$ cat config.mk
export PLATFORM = sky130hd
export DESIGN_NAME = biquad_filter_df2t_unit
export DESIGN_NICKNAME = d
export VERILOG_FILES = /design/src/rtl/bqd_pkg.sv /design/src/rtl/biquad_filter_df2t_unit.sv
export SDC_FILE = /design/constraint.sdc
export NUM_CORES = 2
export LEC_CHECK = 0
export ABC_AREA = 1
export BUFFER_PORTS_ARGS = -buffer_cell sky130_fd_sc_hd__buf_2
export CORE_MARGIN = 2
export CORE_UTILIZATION = 45
export DETAILED_ROUTE_END_ITERATION = 8
export SYNTH_ARGS = -nofsm -noshare
export SYNTH_HDL_FRONTEND = slang
export SYNTH_SLANG_ARGS = --single-unit
$ cat constraint.sdc
create_clock -name clk -period 22.9 [get_ports clk]
set_clock_uncertainty 0.15 [all_clocks]
set_input_delay 1.145 -clock clk [delete_from_list [all_inputs] [get_ports clk]]
set_output_delay 1.145 -clock clk [all_outputs]
set_load 0.005 [all_outputs]
$ cat src/rtl/bqd_pkg.sv
// shared types and constants for the biquad section
`timescale 1ns / 1ps

package bqd_pkg;

  localparam int CFG_IDX_W = 3;

  localparam logic [CFG_IDX_W-1:0] REG_A0 = 3'd0;
  localparam logic [CFG_IDX_W-1:0] REG_A1 = 3'd1;
  localparam logic [CFG_IDX_W-1:0] REG_A2 = 3'd2;
  localparam logic [CFG_IDX_W-1:0] REG_B1 = 3'd3;
  localparam logic [CFG_IDX_W-1:0] REG_B2 = 3'd4;

  typedef enum logic [2:0] {
    ST_IDLE,
    ST_A0,
    ST_A1,
    ST_A2,
    ST_B1,
    ST_B2,
    ST_WB
  } bqd_state_t;

endpackage

$ cat src/rtl/biquad_filter_df2t_unit.sv
// biquad iir section, transposed direct form ii, one shared multiplier
`timescale 1ns / 1ps

// usage
//   input channel: in_valid / in_stall / in_sample_in, one signed sample per transfer
//   result channel: out_valid / out_stall / out_sample_out, one filtered sample
//     per input transfer, in order
//   config port: cfg_wr_en / cfg_index / cfg_wdata write coef a0, a1, a2, b1, b2
//     (index 0..4, higher indexes dropped); write only while the block is idle
// sequence
//   from its transfer to the result register, a sample passes these steps: the
//   five products go one per cycle through a single signed multiplier, one
//   product stage, then the state write-back
//   in_stall is high while a sample is in flight, so a new sample is taken
//   only after the last one has been written back
// stalls
//   the result register is separate from the datapath, so a new sample is taken
//   while the last result still waits; the write-back step holds (and in_stall
//   stays high) only if the previous result has not been taken yet
// reset
//   rst_n (synchronous, active low) clears the handshake state and both delay
//   accumulators and loads a0 = 1.0, other coefs 0

module biquad_filter_df2t_unit
  import bqd_pkg::*;
#(
  parameter int SAMPLE_WIDTH = 16,
  parameter int COEF_WIDTH   = 32
) (
  input  logic                           clk,
  input  logic                           rst_n,
  input  logic                           in_valid,
  output logic                           in_stall,
  input  logic signed [SAMPLE_WIDTH-1:0] in_sample_in,
  output logic                           out_valid,
  input  logic                           out_stall,
  output logic signed [SAMPLE_WIDTH-1:0] out_sample_out,
  input  logic                           cfg_wr_en,
  input  logic [CFG_IDX_W-1:0]           cfg_index,
  input  logic [COEF_WIDTH-1:0]          cfg_wdata
);

  // widths: products are exact, accumulators carry two guard bits
  localparam int ACC_W  = SAMPLE_WIDTH + COEF_WIDTH;
  localparam int SUM_W  = ACC_W + 2;
  localparam int FRAC_W = COEF_WIDTH - 4;

  localparam logic signed [SUM_W-1:0]        RND_HALF = SUM_W'(1) << (FRAC_W - 1);
  localparam logic signed [COEF_WIDTH-1:0]   A0_RESET = COEF_WIDTH'(1) << FRAC_W;
  localparam logic signed [SAMPLE_WIDTH-1:0] Y_MAX    = {1'b0, {(SAMPLE_WIDTH-1){1'b1}}};
  localparam logic signed [SAMPLE_WIDTH-1:0] Y_MIN    = {1'b1, {(SAMPLE_WIDTH-1){1'b0}}};
  localparam logic signed [ACC_W-1:0]        D_MAX    = {1'b0, {(ACC_W-1){1'b1}}};
  localparam logic signed [ACC_W-1:0]        D_MIN    = {1'b1, {(ACC_W-1){1'b0}}};

  bqd_state_t state_r, state_nxt;

  // coefficient registers
  logic signed [COEF_WIDTH-1:0] coef_a0_r, coef_a1_r, coef_a2_r, coef_b1_r, coef_b2_r;

  // delay state
  logic signed [ACC_W-1:0] delay_one_r, delay_one_nxt;
  logic signed [ACC_W-1:0] delay_two_r, delay_two_nxt;

  // datapath
  logic signed [SAMPLE_WIDTH-1:0] x_r, x_nxt;
  logic signed [SAMPLE_WIDTH-1:0] y_r, y_nxt;
  logic signed [ACC_W-1:0]        prod_r, prod_nxt;
  logic signed [SUM_W-1:0]        acc_r, acc_nxt;
  logic signed [SUM_W-1:0]        acc2_r, acc2_nxt;

  // output register
  logic                           out_valid_r, out_valid_nxt;
  logic signed [SAMPLE_WIDTH-1:0] out_sample_r, out_sample_nxt;

  // shared multiplier operands
  logic signed [SAMPLE_WIDTH-1:0] mul_x;
  logic signed [COEF_WIDTH-1:0]   mul_c;
  logic signed [ACC_W-1:0]        mul_p;

  logic signed [SUM_W-1:0]        prod_ext;
  logic signed [SUM_W-1:0]        rnd_sum;
  logic [SUM_W-FRAC_W-1:0]        y_wide;
  logic [SUM_W-FRAC_W-SAMPLE_WIDTH:0] y_top;
  logic signed [SAMPLE_WIDTH-1:0] y_sat;
  logic signed [SUM_W-1:0]        n2_sum;
  logic signed [ACC_W-1:0]        n1_sat, n2_sat;
  logic [SUM_W-ACC_W:0]           n1_top, n2_top;

  logic in_xfer, out_xfer, out_free;

  assign in_stall       = (state_r != ST_IDLE);
  assign out_valid      = out_valid_r;
  assign out_sample_out = out_sample_r;

  assign in_xfer  = in_valid && !in_stall;
  assign out_xfer = out_valid_r && !out_stall;
  // result slot is free when empty or being drained this cycle
  assign out_free = !out_valid_r || !out_stall;

  assign mul_p    = mul_x * mul_c;
  assign prod_ext = {{2{prod_r[ACC_W-1]}}, prod_r};

  // round half up, floor shift by the coef fraction bits, clamp to sample range
  assign rnd_sum = acc_r + RND_HALF;
  assign y_wide  = rnd_sum[SUM_W-1:FRAC_W];
  assign y_top   = y_wide[SUM_W-FRAC_W-1:SAMPLE_WIDTH-1];
  always_comb begin
    if (&y_top || ~|y_top) begin
      y_sat = y_wide[SAMPLE_WIDTH-1:0];
    end else if (y_top[SUM_W-FRAC_W-SAMPLE_WIDTH]) begin
      y_sat = Y_MIN;
    end else begin
      y_sat = Y_MAX;
    end
  end

  // state saturation to the accumulator width
  assign n2_sum = acc2_r - prod_ext;
  assign n1_top = acc_r[SUM_W-1:ACC_W-1];
  assign n2_top = n2_sum[SUM_W-1:ACC_W-1];
  always_comb begin
    if (&n1_top || ~|n1_top) begin
      n1_sat = acc_r[ACC_W-1:0];
    end else if (n1_top[SUM_W-ACC_W]) begin
      n1_sat = D_MIN;
    end else begin
      n1_sat = D_MAX;
    end
    if (&n2_top || ~|n2_top) begin
      n2_sat = n2_sum[ACC_W-1:0];
    end else if (n2_top[SUM_W-ACC_W]) begin
      n2_sat = D_MIN;
    end else begin
      n2_sat = D_MAX;
    end
  end

  // sequencer: one product per step, accumulate the previous product
  always_comb begin
    state_nxt      = state_r;
    x_nxt          = x_r;
    y_nxt          = y_r;
    prod_nxt       = prod_r;
    acc_nxt        = acc_r;
    acc2_nxt       = acc2_r;
    delay_one_nxt  = delay_one_r;
    delay_two_nxt  = delay_two_r;
    out_valid_nxt  = out_valid_r && !out_xfer;
    out_sample_nxt = out_sample_r;
    mul_x          = x_r;
    mul_c          = coef_a0_r;

    unique case (state_r)
      ST_IDLE: begin
        if (in_xfer) begin
          x_nxt     = in_sample_in;
          acc_nxt   = {{2{delay_one_r[ACC_W-1]}}, delay_one_r};
          state_nxt = ST_A0;
        end
      end
      ST_A0: begin
        // x * a0
        prod_nxt  = mul_p;
        state_nxt = ST_A1;
      end
      ST_A1: begin
        // acc = x*a0 + z1, start x * a1
        acc_nxt   = acc_r + prod_ext;
        mul_c     = coef_a1_r;
        prod_nxt  = mul_p;
        state_nxt = ST_A2;
      end
      ST_A2: begin
        // y from acc, n1 = x*a1 + z2, start x * a2
        y_nxt     = y_sat;
        acc_nxt   = {{2{delay_two_r[ACC_W-1]}}, delay_two_r} + prod_ext;
        mul_c     = coef_a2_r;
        prod_nxt  = mul_p;
        state_nxt = ST_B1;
      end
      ST_B1: begin
        // n2 = x*a2, start y * b1
        acc2_nxt  = prod_ext;
        mul_x     = y_r;
        mul_c     = coef_b1_r;
        prod_nxt  = mul_p;
        state_nxt = ST_B2;
      end
      ST_B2: begin
        // n1 -= y*b1, start y * b2
        acc_nxt   = acc_r - prod_ext;
        mul_x     = y_r;
        mul_c     = coef_b2_r;
        prod_nxt  = mul_p;
        state_nxt = ST_WB;
      end
      ST_WB: begin
        // n2 -= y*b2, saturate both delays, hand off the result
        if (out_free) begin
          delay_one_nxt  = n1_sat;
          delay_two_nxt  = n2_sat;
          out_valid_nxt  = 1'b1;
          out_sample_nxt = y_r;
          state_nxt      = ST_IDLE;
        end
      end
      default: begin
        state_nxt = ST_IDLE;
      end
    endcase
  end

  always_ff @(posedge clk) begin
    if (!rst_n) begin
      state_r     <= ST_IDLE;
      out_valid_r <= 1'b0;
      delay_one_r <= '0;
      delay_two_r <= '0;
    end else begin
      state_r     <= state_nxt;
      out_valid_r <= out_valid_nxt;
      delay_one_r <= delay_one_nxt;
      delay_two_r <= delay_two_nxt;
    end
  end

  always_ff @(posedge clk) begin
    x_r          <= x_nxt;
    y_r          <= y_nxt;
    prod_r       <= prod_nxt;
    acc_r        <= acc_nxt;
    acc2_r       <= acc2_nxt;
    out_sample_r <= out_sample_nxt;
  end

  // coefficient writes, unknown indexes dropped
  always_ff @(posedge clk) begin
    if (!rst_n) begin
      coef_a0_r <= A0_RESET;
      coef_a1_r <= '0;
      coef_a2_r <= '0;
      coef_b1_r <= '0;
      coef_b2_r <= '0;
    end else if (cfg_wr_en) begin
      unique case (cfg_index)
        REG_A0:  coef_a0_r <= cfg_wdata;
        REG_A1:  coef_a1_r <= cfg_wdata;
        REG_A2:  coef_a2_r <= cfg_wdata;
        REG_B1:  coef_b1_r <= cfg_wdata;
        REG_B2:  coef_b2_r <= cfg_wdata;
        default: ;
      endcase
    end
  end

endmodule

==> run metrics <==
core footprint=106000 um^2; via count of the first global-routing pass=43700; std cell rows=119; GR Util All Layers=32.8%; period utilisation layout=45.3%; DRT Wirelength=178000 um; combinational family with the most area after synthesis=adder cells; WL per Instance=22.1 um; R2R Path Start=state_r[0]$_SDFFE_PN0P_; first-pass GRT wire length=269000 um; Synth Area in Adders=27.2%; Critical Path Start Type=register; die height=331 um; most frequent cells in the layout=nand2_1 (1370), inv_1 (1186), nor2_1 (922); Initial Utilization=45.5%; post-synthesis cell area=48100 um^2; H-tree Lvls=2; chip width=331 um; met3 GRT Util=3.53%; hold_ws=0.295 ns; critical path's top delay family=adder cells; Max Cap Viol=0; Final HPWL DP=144000 um; CP Class=register to register; vias after detailed routing=43900; post-cts gate resize count=0; register bit total from synthesis=454; CP bufs+invs=6; DR vias/cell=5.44; CTS clk-pin slew, worst paths=0.06 ns; Hold EP=coef_b1_r[5]$_SDFFE_PN0P_; Seq/Total Area, Yosys=22.9%; hold path depth=2; Slew Limit Fails=0; Worst VDD drop=0.0766 mV; worst hold path class=register to register; Distinct cells, synth=52; Post-Synth Simple-Gate Area=23.6%; Post-synth ARST share=0%; worst reg-to-reg path cell count=25; setup bufs post-CTS=0; Sinks on Clock Net=454; Min-Delay Startpoint=coef_b1_r[5]$_SDFFE_PN0P_; Synth Area in Compound Gates=12.3%; largest net degree at the start of global routing=133; Arr. time, crit path=10.72 ns; commonest non-fill, non-tap cell in the layout=nand2_1; Nets=7431; GR Util met2=55.3%; final antenna diode count=0; Area Overhead vs Synth=7.73%; Critical Path End Type=register; maximum root-to-sink buffer count=3; most common flop cell mapped by yosys=dfxtp_1; reg2reg setup slack=12.53 ns; RSZ-0062 raised after global routing=false; CTS hold repair buffers=0; drt first pass iters=6; post-layout minimum cycle time=10.37 ns; P per Cell Area=105 nW/um^2; Post-synth EDFFs=194; Top cell by count, worst path=fa_1; post-synthesis mux area share=0%; DRC viols=0; Slew @ Worst Pin=1.15 ns; Max Fclk=96.5 MHz; Initial DRC Count=3787; final setup vio count=0; M1 GR Usage=40.9%; XOR/XNOR share of the synthesized area=2.75%; final hold vios=0; setup_tns=0 ns; GR peak layer=met2; GP Congestion=1.03; CP Max Fanout=49; leakage power=24.2 nW; CP max stage delay=0.96 ns; fraction of layout cells with a size suffix above 1=5.13%; total global routing overflow=0; ANT nets after route=0; TritonCTS clock tree=built; yosys synthesis warning count=0; mean post-synth cell area=7.26 um^2; TritonCTS Buffers=56; number of port buffers=73; CP Data Required Time=23.26 ns; status=complete, no violations; Top Ports=74; Reg-to-Reg End=prod_r[41]$_DFFE_PP_; # fillers=10800; Max-slew headroom=22.5%; Die Area=109000 um^2; initial antenna violation count=0; Synth Instances=6624; Syn Nets=7430; CTS root buffer=clkbuf_16; clk_lat worst skew=0.68 ns; Critical-path top delay cell=o21ai_1
Yosys cell counts (13+ instances only):
cell / n / area (um^2)
o21bai_1: 36 / 270
xor2_1: 109 / 955
nor2_1: 927 / 3480
clkbuf_1: 120 / 450
a221oi_1: 37 / 324
nor4_1: 20 / 125
o21ai_2: 14 / 123
nor3_1: 64 / 320
ha_1: 261 / 3270
inv_2: 20 / 75.1
a21oi_1: 397 / 1990
nand2_1: 1370 / 5140
fa_1: 489 / 9790
inv_1: 1187 / 4460
edfxtp_1: 194 / 5830
dfxtp_1: 260 / 5200
o21ai_0: 475 / 2380
xnor2_1: 42 / 368
nand4_1: 65 / 407
nand3_1: 276 / 1380
o211ai_1: 13 / 97.6
buf_2: 47 / 235
a21o_1: 20 / 150
a31oi_1: 29 / 181
or2_2: 30 / 188
cells by family after synthesis:
kind of cell,after synthesis
fa+ha+maj,750
flops,454
buf+inv,1402
compound gates,1072
xor+xnor,151
simple gates,2795
final cells by class:
cell class | instances | area [um^2] | area share (%)
multi-input cells | 4768 | 31700 | 61.3
repair buffers | 133 | 818 | 1.58
clock inverters | 25 | 318 | 0.614
inverters | 1212 | 4550 | 8.78
flip-flops and latches | 454 | 11000 | 21.3
well taps | 1391 | 1740 | 3.36
clock buffers | 77 | 1590 | 3.07
layer usage:
layer / vias to the layer above / part of all wire [%]
met5: - / 0
met4: 0 / 6.6
met3: 391 / 5.7
met2: 1515 / 47
met1: 21100 / 41
li1: 20800 / -
registers in the layout, summed over array words and instances (netlist names):
| register | flops |
|---|---|
| acc_r | 50 |
| acc2_r | 48 |
| delay_one_r | 48 |
| delay_two_r | 48 |
| prod_r | 48 |
| coef_a0_r | 32 |
| coef_a1_r | 32 |
| coef_a2_r | 32 |
| coef_b1_r | 32 |
| coef_b2_r | 32 |
| out_sample_out | 16 |
| x_r | 16 |
| y_r | 16 |
| state_r | 3 |
| out_valid | 1 |
power breakdown:
| group | internal (mW) | switching, mW | total [mW] |
|---|---|---|---|
| registers | 1.01 | 0.174 | 1.18 |
| logic | 1.05 | 2.29 | 3.34 |
| clock network | 0.545 | 0.387 | 0.932 |
| total | 2.60 | 2.85 | 5.46 |
worst max path at each step:
stage	start	to	slack, ns	depth (start not counted)
6_report	state_r[0]$_SDFFE_PN0P_	prod_r[41]$_DFFE_PP_	12.53	25
5_1_grt	state_r[0]$_SDFFE_PN0P_	prod_r[41]$_DFFE_PP_	11.98	25
3_3_place_gp	state_r[0]$_SDFFE_PN0P_	prod_r[41]$_DFFE_PP_	12.51	25
3_5_place_dp	state_r[0]$_SDFFE_PN0P_	prod_r[41]$_DFFE_PP_	12.48	25
2_1_floorplan	state_r[0]$_SDFFE_PN0P_	prod_r[32]$_DFFE_PP_	14.12	31
4_1_cts	state_r[0]$_SDFFE_PN0P_	prod_r[41]$_DFFE_PP_	12.46	25
worst min-delay path: cells and delay by family, from the launching register on:
kind	cells	cell delay (ns)
flops	1	0.29
buf+inv	1	0.05
compound gates	1	0.05
stage by stage:
stage	power (mW)	cell area, um^2	cells	utilization [%]	setup WS [ns]
detailed placement	4.49	49900	7958	47.3	12.48
finish	5.46	51800	8060	49.1	12.53
global placement	4.48	49900	7957	47.2	12.51
CTS	5.43	51800	8060	49.1	12.46
global route	5.87	51800	8060	49.1	11.98
floorplan	3.34	48100	6624	-	14.12
Note: power is estimated with default switching activity, not from simulation.
